<file path="src/sv/dsrt_pkg.sv">
// dsrt_pkg: shared types, constants, microcode program and packet builder
// for the loco speed table with round-robin refresh. No dependencies.
package dsrt_pkg;

    // fixed field widths
    localparam int ADDR_W  = 14;
    localparam int SPEED_W = 7;
    localparam int BYTE_W  = 8;
    localparam int CNT_W   = 3;

    // command codes
    localparam logic CMD_SET     = 1'b0;
    localparam logic CMD_REFRESH = 1'b1;

    // packet constants
    localparam logic [SPEED_W-1:0] SPEED_MAX   = 7'd126;
    localparam logic [ADDR_W-1:0]  SHORT_MAX   = 14'd127;
    localparam logic [BYTE_W-1:0]  LONG_PREFIX = 8'hC0;
    localparam logic [BYTE_W-1:0]  SPEED_INSTR = 8'h3F;
    localparam logic [CNT_W-1:0]   CNT_SHORT   = 3'd3;
    localparam logic [CNT_W-1:0]   CNT_LONG    = 3'd4;

    // one table entry as stored in RAM
    typedef struct packed {
        logic [ADDR_W-1:0]  addr;
        logic [SPEED_W-1:0] speed;
        logic               fwd;
    } t_entry;

    // one result beat
    typedef struct packed {
        logic [BYTE_W-1:0] byte_a;
        logic [BYTE_W-1:0] byte_b;
        logic [BYTE_W-1:0] byte_c;
        logic [BYTE_W-1:0] byte_d;
        logic [CNT_W-1:0]  count;
        logic              full;
    } t_packet;

    // microcode fields
    localparam int PC_W = 3;
    typedef logic [2:0]      t_act;
    typedef logic [2:0]      t_cond;
    typedef logic [PC_W-1:0] t_pc;

    // datapath actions
    localparam t_act A_TAKE   = 3'd0;  // accept an input beat
    localparam t_act A_NONE   = 3'd1;
    localparam t_act A_SCAN   = 3'd2;  // pipelined table scan
    localparam t_act A_COMMIT = 3'd3;  // write entry / move cursor
    localparam t_act A_EMIT   = 3'd4;  // load output register

    // branch conditions
    localparam t_cond C_ACCEPT = 3'd0;  // input taken ? tgt : hold
    localparam t_cond C_SKIP   = 3'd1;  // address zero set ? tgt : next
    localparam t_cond C_SCAN   = 3'd2;  // scan finished ? tgt : hold
    localparam t_cond C_NOHIT  = 3'd3;  // refresh found nothing ? tgt : next
    localparam t_cond C_OUT    = 3'd4;  // output register free ? tgt : hold

    // program steps
    localparam t_pc STEP_IDLE   = 3'd0;
    localparam t_pc STEP_CHK    = 3'd1;
    localparam t_pc STEP_SCAN   = 3'd2;
    localparam t_pc STEP_COMMIT = 3'd3;
    localparam t_pc STEP_EMIT   = 3'd4;

    typedef struct packed {
        t_act  act;
        t_cond cond;
        t_pc   tgt;
    } t_uword;

    // condition inputs from datapath to sequencer
    typedef struct packed {
        logic accept;
        logic skip;
        logic scan_done;
        logic no_hit;
        logic out_free;
    } t_cond_in;

    // control store
    function automatic t_uword dsrt_ucode(input t_pc pc);
        t_uword w;
        unique case (pc)
            STEP_IDLE:   w = '{act: A_TAKE,   cond: C_ACCEPT, tgt: STEP_CHK};
            STEP_CHK:    w = '{act: A_NONE,   cond: C_SKIP,   tgt: STEP_EMIT};
            STEP_SCAN:   w = '{act: A_SCAN,   cond: C_SCAN,   tgt: STEP_COMMIT};
            STEP_COMMIT: w = '{act: A_COMMIT, cond: C_NOHIT,  tgt: STEP_IDLE};
            STEP_EMIT:   w = '{act: A_EMIT,   cond: C_OUT,    tgt: STEP_IDLE};
            default:     w = '{act: A_NONE,   cond: C_OUT,    tgt: STEP_IDLE};
        endcase
        return w;
    endfunction

    // 128-step speed packet, checksum not included
    function automatic t_packet dsrt_build(input logic [ADDR_W-1:0] addr,
                                           input logic [SPEED_W-1:0] speed,
                                           input logic fwd,
                                           input logic full);
        t_packet p;
        logic [BYTE_W-1:0] sb;
        // speed is at most 126, so speed + 1 fits the low seven bits
        sb = {fwd, speed + SPEED_W'(speed != '0)};
        if (addr > SHORT_MAX) begin
            p.byte_a = {2'b00, addr[ADDR_W-1:BYTE_W]} | LONG_PREFIX;
            p.byte_b = addr[BYTE_W-1:0];
            p.byte_c = SPEED_INSTR;
            p.byte_d = sb;
            p.count  = CNT_LONG;
        end else begin
            p.byte_a = addr[BYTE_W-1:0];
            p.byte_b = SPEED_INSTR;
            p.byte_c = sb;
            p.byte_d = '0;
            p.count  = CNT_SHORT;
        end
        p.full = full;
        return p;
    endfunction

endpackage

</file>
<file path="src/sv/dsrt_ram.sv">
// dsrt_ram: generic single-write, single-read RAM with registered read data.
// No dependencies.
module dsrt_ram #(
    parameter int WIDTH = 22,
    parameter int DEPTH = 16,
    localparam int AW = (DEPTH > 1) ? $clog2(DEPTH) : 1
) (
    input  logic             i_clk,
    input  logic             i_we,
    input  logic [AW-1:0]    i_waddr,
    input  logic [WIDTH-1:0] i_wdata,
    input  logic             i_re,
    input  logic [AW-1:0]    i_raddr,
    output logic [WIDTH-1:0] o_rdata
);

    logic [WIDTH-1:0] r_mem [DEPTH];
    logic [WIDTH-1:0] r_rdata;

    always_ff @(posedge i_clk) begin
        if (i_we) begin
            r_mem[i_waddr] <= i_wdata;
        end
        if (i_re) begin
            r_rdata <= r_mem[i_raddr];
        end
    end

    assign o_rdata = r_rdata;

endmodule

</file>
<file path="src/sv/dsrt_seq.sv">
// dsrt_seq: step counter and control store of the microcoded sequencer.
// Depends on dsrt_pkg for the control word, codes and program.
module dsrt_seq (
    input  logic               i_clk,
    input  logic               i_rst_n,
    input  dsrt_pkg::t_cond_in i_cond,
    output dsrt_pkg::t_uword   o_uword
);
    import dsrt_pkg::*;

    t_pc    r_pc;
    t_pc    n_pc;
    t_uword uw;

    assign uw      = dsrt_ucode(r_pc);
    assign o_uword = uw;

    // next step: hold, fall through or jump
    always_comb begin
        unique case (uw.cond)
            C_ACCEPT: n_pc = i_cond.accept    ? uw.tgt : r_pc;
            C_SKIP:   n_pc = i_cond.skip      ? uw.tgt : r_pc + t_pc'(1);
            C_SCAN:   n_pc = i_cond.scan_done ? uw.tgt : r_pc;
            C_NOHIT:  n_pc = i_cond.no_hit    ? uw.tgt : r_pc + t_pc'(1);
            C_OUT:    n_pc = i_cond.out_free  ? uw.tgt : r_pc;
            default:  n_pc = STEP_IDLE;
        endcase
    end

    always_ff @(posedge i_clk) begin
        if (!i_rst_n) begin
            r_pc <= STEP_IDLE;
        end else begin
            r_pc <= n_pc;
        end
    end

endmodule

</file>
<file path="src/sv/dcc_speed_refresh_table_top.sv">
// dcc_speed_refresh_table_top: loco speed table, 128-step packet builder, refresh scan.
// Flow: an address zero set speed goes from accept through the check step straight to the
// emit step; every other beat runs the table scan (one RAM read per cycle, pipelined).
// Throughput: one beat at a time; a new beat is accepted only back in the idle step.
// Reset: synchronous, active low; clears entry valid bits, cursor and control at once,
// no clearing pass. Depends on dsrt_pkg, dsrt_seq, dsrt_ram.
module dcc_speed_refresh_table_top #(
    parameter int TABLE_ENTRIES = 16
) (
    input  logic                             i_clk,
    input  logic                             i_rst_n,
    input  logic                             i_valid,
    output logic                             o_stall,
    input  logic                             i_command,
    input  logic [dsrt_pkg::ADDR_W-1:0]      i_loco_address,
    input  logic [dsrt_pkg::SPEED_W-1:0]     i_speed_step,
    input  logic                             i_forward,
    output logic                             o_valid,
    input  logic                             i_stall,
    output logic [dsrt_pkg::BYTE_W-1:0]      o_packet_byte_a,
    output logic [dsrt_pkg::BYTE_W-1:0]      o_packet_byte_b,
    output logic [dsrt_pkg::BYTE_W-1:0]      o_packet_byte_c,
    output logic [dsrt_pkg::BYTE_W-1:0]      o_packet_byte_d,
    output logic [dsrt_pkg::CNT_W-1:0]       o_byte_count,
    output logic                             o_table_full
);
    import dsrt_pkg::*;

    localparam int IW = (TABLE_ENTRIES > 1) ? $clog2(TABLE_ENTRIES) : 1;
    localparam int CW = $clog2(TABLE_ENTRIES + 1);
    localparam logic [IW-1:0] LAST_IDX   = IW'(TABLE_ENTRIES - 1);
    localparam logic [CW-1:0] ISSUE_MAX  = CW'(TABLE_ENTRIES);
    localparam logic [CW-1:0] ISSUE_LAST = CW'(TABLE_ENTRIES - 1);

    function automatic logic [IW-1:0] wrap_inc(input logic [IW-1:0] x);
        return (x == LAST_IDX) ? '0 : x + IW'(1);
    endfunction

    t_uword   uw;
    t_cond_in cin;

    // latched beat (refresh reuses it for the found entry)
    logic               r_cmd;
    logic [ADDR_W-1:0]  r_addr;
    logic [SPEED_W-1:0] r_speed;
    logic               r_fwd;
    logic               r_full;

    // scan state
    logic [IW-1:0]            r_idx;
    logic [CW-1:0]            r_issued;
    logic                     r_ev_v;
    logic [IW-1:0]            r_ev_idx;
    logic                     r_ev_last;
    logic                     r_found;
    logic [IW-1:0]            r_hit_idx;
    logic                     r_empty_found;
    logic [IW-1:0]            r_empty_idx;
    logic [IW-1:0]            r_cursor;
    logic [TABLE_ENTRIES-1:0] r_valid;

    // output register
    logic    r_ovalid;
    t_packet r_pkt;

    logic               in_accept;
    logic               can_issue;
    logic               ev_bit;
    logic               ev_hit;
    logic               ev_empty;
    logic               scan_done;
    logic               set_write;
    logic [IW-1:0]      widx;
    logic               out_free;
    logic               out_load;
    logic [SPEED_W-1:0] sat_speed;
    t_entry             ram_rdata;
    t_entry             ram_wdata;
    logic               ram_we;

    dsrt_seq u_seq (
        .i_clk   (i_clk),
        .i_rst_n (i_rst_n),
        .i_cond  (cin),
        .o_uword (uw)
    );

    dsrt_ram #(
        .WIDTH ($bits(t_entry)),
        .DEPTH (TABLE_ENTRIES)
    ) u_table (
        .i_clk   (i_clk),
        .i_we    (ram_we),
        .i_waddr (widx),
        .i_wdata (ram_wdata),
        .i_re    (can_issue),
        .i_raddr (r_idx),
        .o_rdata (ram_rdata)
    );

    // input handshake
    assign o_stall   = (uw.act != A_TAKE);
    assign in_accept = i_valid && !o_stall;
    assign sat_speed = (i_speed_step > SPEED_MAX) ? SPEED_MAX : i_speed_step;

    // scan: issue one read per cycle, evaluate the entry read last cycle
    assign can_issue = (uw.act == A_SCAN) && (r_issued < ISSUE_MAX);
    assign ev_bit    = r_valid[r_ev_idx];
    assign ev_hit    = r_ev_v && ev_bit &&
                       ((r_cmd == CMD_REFRESH) || (ram_rdata.addr == r_addr));
    assign ev_empty  = r_ev_v && !ev_bit;
    assign scan_done = ev_hit || (r_ev_v && r_ev_last);

    // commit: existing entry first, else first empty one
    assign set_write = (r_cmd == CMD_SET) && (r_found || r_empty_found);
    assign widx      = r_found ? r_hit_idx : r_empty_idx;
    assign ram_we    = (uw.act == A_COMMIT) && set_write;
    assign ram_wdata = '{addr: r_addr, speed: r_speed, fwd: r_fwd};

    // output register frees when its beat is taken
    assign out_free = !r_ovalid || !i_stall;
    assign out_load = (uw.act == A_EMIT) && out_free;

    // sequencer conditions
    assign cin.accept    = in_accept;
    assign cin.skip      = (r_cmd == CMD_SET) && (r_addr == '0);
    assign cin.scan_done = scan_done;
    assign cin.no_hit    = (r_cmd == CMD_REFRESH) && !r_found;
    assign cin.out_free  = out_free;

    // control and datapath registers
    always_ff @(posedge i_clk) begin
        if (!i_rst_n) begin
            r_valid       <= '0;
            r_cursor      <= '0;
            r_ovalid      <= 1'b0;
            r_ev_v        <= 1'b0;
            r_found       <= 1'b0;
            r_empty_found <= 1'b0;
            r_issued      <= '0;
            r_idx         <= '0;
        end else begin
            if (in_accept) begin
                r_cmd         <= i_command;
                r_addr        <= i_loco_address;
                r_speed       <= sat_speed;
                r_fwd         <= i_forward;
                r_full        <= 1'b0;
                r_idx         <= (i_command == CMD_REFRESH) ? r_cursor : '0;
                r_issued      <= '0;
                r_ev_v        <= 1'b0;
                r_found       <= 1'b0;
                r_empty_found <= 1'b0;
            end

            if (uw.act == A_SCAN) begin
                r_ev_v    <= can_issue;
                r_ev_idx  <= r_idx;
                r_ev_last <= (r_issued == ISSUE_LAST);
                if (can_issue) begin
                    r_idx    <= wrap_inc(r_idx);
                    r_issued <= r_issued + CW'(1);
                end
                if (ev_hit) begin
                    r_found   <= 1'b1;
                    r_hit_idx <= r_ev_idx;
                    if (r_cmd == CMD_REFRESH) begin
                        r_addr  <= ram_rdata.addr;
                        r_speed <= ram_rdata.speed;
                        r_fwd   <= ram_rdata.fwd;
                    end
                end
                if (ev_empty && !r_empty_found) begin
                    r_empty_found <= 1'b1;
                    r_empty_idx   <= r_ev_idx;
                end
            end

            if (uw.act == A_COMMIT) begin
                if (r_cmd == CMD_SET) begin
                    if (set_write) begin
                        r_valid[widx] <= 1'b1;
                        r_cursor      <= widx;
                    end else begin
                        r_full <= 1'b1;
                    end
                end else begin
                    r_cursor <= r_found ? wrap_inc(r_hit_idx) : '0;
                end
            end

            if (out_load) begin
                r_ovalid <= 1'b1;
            end else if (r_ovalid && !i_stall) begin
                r_ovalid <= 1'b0;
            end
        end
    end

    // output payload
    always_ff @(posedge i_clk) begin
        if (out_load) begin
            r_pkt <= dsrt_build(r_addr, r_speed, r_fwd, r_full);
        end
    end

    assign o_valid         = r_ovalid;
    assign o_packet_byte_a = r_pkt.byte_a;
    assign o_packet_byte_b = r_pkt.byte_b;
    assign o_packet_byte_c = r_pkt.byte_c;
    assign o_packet_byte_d = r_pkt.byte_d;
    assign o_byte_count    = r_pkt.count;
    assign o_table_full    = r_pkt.full;

    // cursor stays inside the table
    a_cursor_range: assert property (@(posedge i_clk) disable iff (!i_rst_n)
        r_cursor <= LAST_IDX)
        else $error("refresh cursor out of range");

    // a recorded set speed leaves the cursor on a valid entry
    a_commit_marks: assert property (@(posedge i_clk) disable iff (!i_rst_n)
        (uw.act == A_COMMIT && set_write) |=> r_valid[r_cursor])
        else $error("committed entry not marked valid");

    // refresh beats never report a full table
    a_refresh_not_full: assert property (@(posedge i_clk) disable iff (!i_rst_n)
        (out_load && r_cmd == CMD_REFRESH) |-> !r_full)
        else $error("refresh beat flagged table full");

    // scan never issues more reads than entries
    a_issue_bound: assert property (@(posedge i_clk) disable iff (!i_rst_n)
        r_issued <= ISSUE_MAX)
        else $error("scan read count overrun");

endmodule

</file>
<file path="config.mk">
export PLATFORM = sky130hd
export DESIGN_NAME = dcc_speed_refresh_table_top
export DESIGN_NICKNAME = d
export VERILOG_FILES = /design/src/sv/dsrt_pkg.sv /design/src/sv/dsrt_ram.sv /design/src/sv/dsrt_seq.sv /design/src/sv/dcc_speed_refresh_table_top.sv
export SDC_FILE = /design/constraint.sdc
export NUM_CORES = 1
export LEC_CHECK = 0
export BUFFER_PORTS_ARGS = -buffer_cell sky130_fd_sc_hd__clkbuf_2
export CORE_MARGIN = 3
export CORE_UTILIZATION = 62
export DETAILED_ROUTE_END_ITERATION = 7
export PLACE_DENSITY = 0.8
export SLEW_MARGIN = 25
export SYNTH_ARGS = -nofsm -noshare
export SYNTH_HDL_FRONTEND = slang
export SYNTH_SLANG_ARGS = --single-unit
</file>
<file path="constraint.sdc">
create_clock -name i_clk -period 3.7 [get_ports i_clk]
set_input_delay 0.37 -clock i_clk [delete_from_list [all_inputs] [get_ports i_clk]]
set_output_delay 0.37 -clock i_clk [all_outputs]
set_load 0.005 [all_outputs]
</file>
Word-level counts from Yosys, hierarchy flattened
Memories as Yosys holds them, arrays and structs flattened. A register that Yosys moved wholly into a read port is not among the register bits.
Cells that the tools add are included.

word-level totals
  register bits after elaboration = 109
  output and inout bits = 38
  bits in read-only memories = 0
  word-level logic and storage cells = 150
  memory bits (writable) = 352
  bits of input ports = 27
  memories = 1
  latch bits = 0

memories
  memory         words  bits a word  rd ports  clocked after Yosys merged registers in  wr ports  line            RTL
  u_table.r_mem  16     22           1         1                                        1         dsrt_ram.sv:17  logic [WIDTH-1:0] r_mem [DEPTH];

operators by class
  multipliers = 0
  reduce and logical (&&, ||, !) cells = 39
  shift operators = 0
  equality and inequality tests = 18
  muxes and demuxes = 54
  magnitude comparators = 6
  div/mod/pow operators = 0
  add/subtract/negate cells = 5
  bitwise operators = 2

operators by type and width
  operator             count
  $mux 14              4
  $pmux 9 s5           1
  $mux 4               10
  $mux 7               5
  $mux 33              1
  $mux 1               22
  $eq 3x2->1 const B   6
  $or 16x16->16        1
  $mux 3               5
  $mux 5               3
  $pmux 3 s5           1
  $eq 14x14->1         1
  $gt 14x7->1 const B  1
  $logic_and 1x1->1    14
  $logic_not 14->1     1
  $reduce_and 3->1     4
  $lt 4x5->1 const B   2
  $eq 3x3->1 const B   3
  $add 4x1->4 const B  2
  $eq 4x4->1 const B   2
  $add 7x1->7          1
  $gt 7x7->1 const B   1
  $reduce_bool 7->1    1
  $eq 3x1->1 const B   2
  15 further kinds     30

Longest topological paths before layout
  depth in word-level cells = 9
  gate-level depth with buffers = 12

Hierarchy
A second synthesis with hierarchy kept.

unflattened totals
  cell total of the unflattened synthesis = 1093
  area total of the unflattened synthesis = 19556.3 um2

by module, submodules not included
  module                       cells an instance  instances  area each (um2)
  dsrt_ram                     583                1          14042.2
  dcc_speed_refresh_table_top  449                1          5048.6
  dsrt_seq                     61                 1          465.4

Worst setup path after synthesis
OpenSTA, ideal clock, no wires.

  kind = register to register
  from = register u_seq.r_pc[2]
  to = memory u_table.r_mem[0][0] (enable)
  stages on the path, launching flop included = 10
  setup slack = 300 ps
  clock period less this slack = 3400 ps
  path buffers = 2
  arrival = 2997 ps
  cells stage by stage = dfxtp_1 > clkbuf_1 > inv_1 > ha_1 > buf_2 > o21bai_1 > or3_1 > or3_1 > or2_2 > nor2_1

between the ends
  cells in the longest elaborated chain, start to end = 6
  elaborated cells on any way between the ends = 10
  classes of those cells = eq/ne: 5; mux: 3; reduce/logical: 2

ends and longest elaborated chain
  what                                line                                RTL
  from (decl)                         dsrt_seq.sv:11                      t_pc r_pc;
  from (signal assigned)              dsrt_seq.sv:34                      r_pc <= n_pc;
  $eq 3x3->1 (tied with other cells)  dsrt_pkg.sv:85                      unique case (pc)
  $pmux 9 s5 (*)                      dsrt_pkg.sv:85
  $eq 3x2->1 (*)                      dcc_speed_refresh_table_top.sv:117  assign ram_we = (uw.act == A_COMMIT) && set_write;
  $logic_and 1x1->1 (*)               dcc_speed_refresh_table_top.sv:117
  $mux 1 (*)                          dsrt_ram.sv:21                      if (i_we) begin
  $mux 1 (not written as such) (*)    dsrt_ram.sv:22                      r_mem[i_waddr] <= i_wdata;
  to (decl)                           dsrt_ram.sv:17

Every way passes the cells marked *; elsewhere a longest branch is shown, timed or not.

Worst setup path in the final report
  from = register u_seq.r_pc[0]
  to = memory u_table.r_mem[1][5] (enable)

The elaborated chain is that of the path after synthesis.

==> flow_summary.yaml <==
status:
  status: "finished, final reports clean"
global_routing:
  grt.total_usage: 0.260
  gr-total-overflow: 0
  antenna_found_initial: 0
  grt_pass1_wl_mm: 66.0
  grt_max_degree: 64
  grt_pass1_vias: 10900
synth:
  avgSynthCellArea_um2: 16.1
  synth_nets: 1247
  async_flop_share: 0
  synth_top_area_frac: 0.690
  synth-seq-cells: 482
  synth_most_common_cell: "edfxtp_1"
  synth_cell_types: 56
  synth_flop_cell: "edfxtp_1"
  ys_warn_count: 0
  synth_edf_count: 446
  ys_top_cells_by_area: "edfxtp_1 (69%), mux4_2 (5.1%), mux2i_1 (3.9%)"
  netlist_area_mm2: 0.0194
  synth_area_leader_cell: "edfxtp_1"
  yosysSeqAreaShare: 0.727
  netlist_top_cells_count: "edfxtp_1 (446), nand2_1 (107), mux2i_1 (76), nor2_1 (62), o21ai_0 (52)"
  postSynthCellCount: 1208
routing:
  num_vias: 11400
  drt_iter0_drc: 1558
  wl_per_cell_um: 25.2
  drt-total-wl_mm: 43.7
  drtPass1Iterations: 6
  final_antenna_net_count: 0
  avgViaCountPerCell: 6.55
  drc: 0
cts:
  cts_setup_buffers: 0
  tritoncts: "yes"
  clk_latency_ns: 0.54
  cts-root-buf: "clkbuf_16"
  clockBufferDepth: 3
  htree_num_levels: 2
  hold_buffers: 0
  clkSlewWorstSetupHoldPaths_ns: 0.06
  cts_made_buffers: 46
  ctsResizeCount: 0
  numClockSinks: 482
placed_design:
  dp_hpwl_mm: 27.4
  portBuffers: 64
  gp_congestion: 0.855
  dp_cells: 1650
power_and_ir_drop:
  powerDensity_mw_per_mm2: 594
  power.switching_mw: 3.27
  p_sw_frac: 0.251
  ir_drop_mv: 0.341
  pwr-share-clk: 0.352
  seqPwrFrac: 0.516
  p_int_mw: 9.75
  comb_power_share: 0.132
  power_leakage_nw: 7.22
setup_path:
  cp_max_fo: 23
  path_cells: "ha_1 -> ha_1 -> o21bai_1 -> or3_1 -> or3_1 -> or2_2 -> nor2_2 -> buf_4"
  worstPathArrival_ns: 3.41
  cp_slowest_cell: "or3_1"
  end_kind: "flop"
  crit_type: "reg -> reg"
  crit_required_ns: 3.91
  critical_path.top_delay_family: "simple AND/OR/NAND/NOR gates"
  critPathMaxStageDelay_ns: 0.47
  startpoint_type: "flop"
  worstPathBufferInverterCount: 1
floorplanning:
  ios: 65
  coreArea_mm2: 0.0307
  die-area_mm2: 0.0335
  die-height_um: 183
  die_w_um: 183
  fp-row-count: 64
  start_util: 0.632
final_layout:
  stdcell_count: 1736
  nets: 1343
  area_growth_pct: 12.9
  final_util: 0.713
  num_antenna_cells: 0
  layout-drive-gt1-share: 0.197
sta:
  fin_crit_ns: 3.20
  min_period_over_period: 0.865
  finalSetupViolCount: 0
  fin_skew_ns: 0.0117
  fin_setup_tns_ns: 0
  slew_viol_final: 0
  holdWs_ns: 0.0992
  clock.fmax_ghz: 0.312
  rsz0062_at_grt: "no"
  hold_violations: 0
  maxSlewHeadroom: 0.310
  tightest_slew_ns: 1.03
hold_path:
  hold_path_class: "in -> reg"
run:
  maxCapViolCount: 0
==> per-stage QoR <==
stage | power, mW | instance area, um2 | worst slack, ns
3_5_place_dp | 8.46 | 20400 | 0.563
3_3_place_gp | 8.38 | 20400 | 0.656
2_1_floorplan | 7.74 | 19400 | 0.300
4_1_cts | 13.0 | 21900 | 0.525
6_report | 13.0 | 21900 | 0.498
5_1_grt | 13.5 | 21900 | 0.315
==> layer usage <==
layer,track usage,wire length (um)
met4,0.0649,1060
met1,0.392,17600
met3,0.0450,4500
met5,0,0
met2,0.406,20500
==> state kept, by name, summed over array words and instances, names as in the netlist, 2 cells and up <==
register	count
r_empty_idx	4
r_issued	5
r_hit_idx	4
r_valid	16
o_packet_byte_c	8
r_ev_idx	4
r_idx	4
o_packet_byte_b	8
u_table.r_mem	352
u_seq.r_pc	3
o_packet_byte_d	8
r_addr	14
r_cursor	4
o_packet_byte_a	8
u_table.o_rdata	22
r_speed	7
o_byte_count	2
==> worst reg2reg max path, cell delays in order (launching register included) <==
cell and delay (ns):
dfxtp_1 0.41, ha_1 0.25, ha_1 0.34, o21bai_1 0.15
or3_1 0.47, or3_1 0.40, or2_2 0.38, nor2_2 0.13
buf_4 0.34
==> power by group through the flow <==
stage | registers [mW] | logic [mW] | clock network [mW]
6_report | 6.72 | 1.72 | 4.58
3_5_place_dp | 6.83 | 1.64 | 0
2_1_floorplan | 6.81 | 0.930 | 0
3_3_place_gp | 6.81 | 1.58 | 0
4_1_cts | 6.71 | 1.66 | 4.63
5_1_grt | 6.74 | 1.85 | 4.88
==> cells in the final DEF, fill, tap and decap left out, types with 5 or more instances in the layout <==
cell / instances
mux4_2: 44
clkbuf_2: 64
xnor2_1: 16
buf_4: 46
nand2b_1: 15
a31oi_1: 26
clkinv_1: 10
o21a_1: 17
clkbuf_16: 47
nor2_1: 46
clkinv_2: 6
a21oi_1: 37
dfxtp_1: 33
bufinv_16: 5
inv_1: 13
or3_1: 5
a221oi_1: 22
a22oi_1: 26
o21ai_0: 52
nand2_1: 107
ha_1: 12
and2_1: 11
nor3_1: 9
a21o_1: 6
edfxtp_1: 446
o211a_1: 5
clkbuf_1: 11
nand3_1: 19
mux2i_1: 76
mux2_2: 18
and3_1: 7
nor4_1: 6
nor2_2: 16
==> layout make-up <==
class	instances	area [um2]
fill	1840	8830
clock buffer	58	1220
timing repair buffer	114	761
inverter	14	52.6
tap	396	495
multi-input combinational	646	5010
clock inverter	26	260
sequential	482	14100
==> logic make-up (layout without fill, tap and decap cells) <==
kind of cell             after synthesis  in the layout  share of synthesized area
flip-flops                           482            482                      0.727
multiplexers                         142            142                      0.106
adder cells (fa/ha/maj)               12             12                    0.00773
AND/OR/NAND/NOR                      258            258                     0.0602
AO/OA/AOI/OAI                        215            215                     0.0727
XOR/XNOR                              19             19                    0.00857
buffers and inverters                 80            212                     0.0181
==> final timing paths <==
| check | slack, ns | end | startpoint | cells past startpoint |
|---|---|---|---|---|
| worst max-delay path | 0.50 | u_table.r_mem[1][5] | u_seq.r_pc[0] | 8 |
| worst min-delay path | 0.1 | r_cmd | i_command | 1 |
| worst max register to register | 0.50 | u_table.r_mem[1][5] | u_seq.r_pc[0] | 8 |
| worst min register to register | 0.46 | o_table_full | r_full | 0 |
No activity file was read; power rests on OpenSTA's default activity.
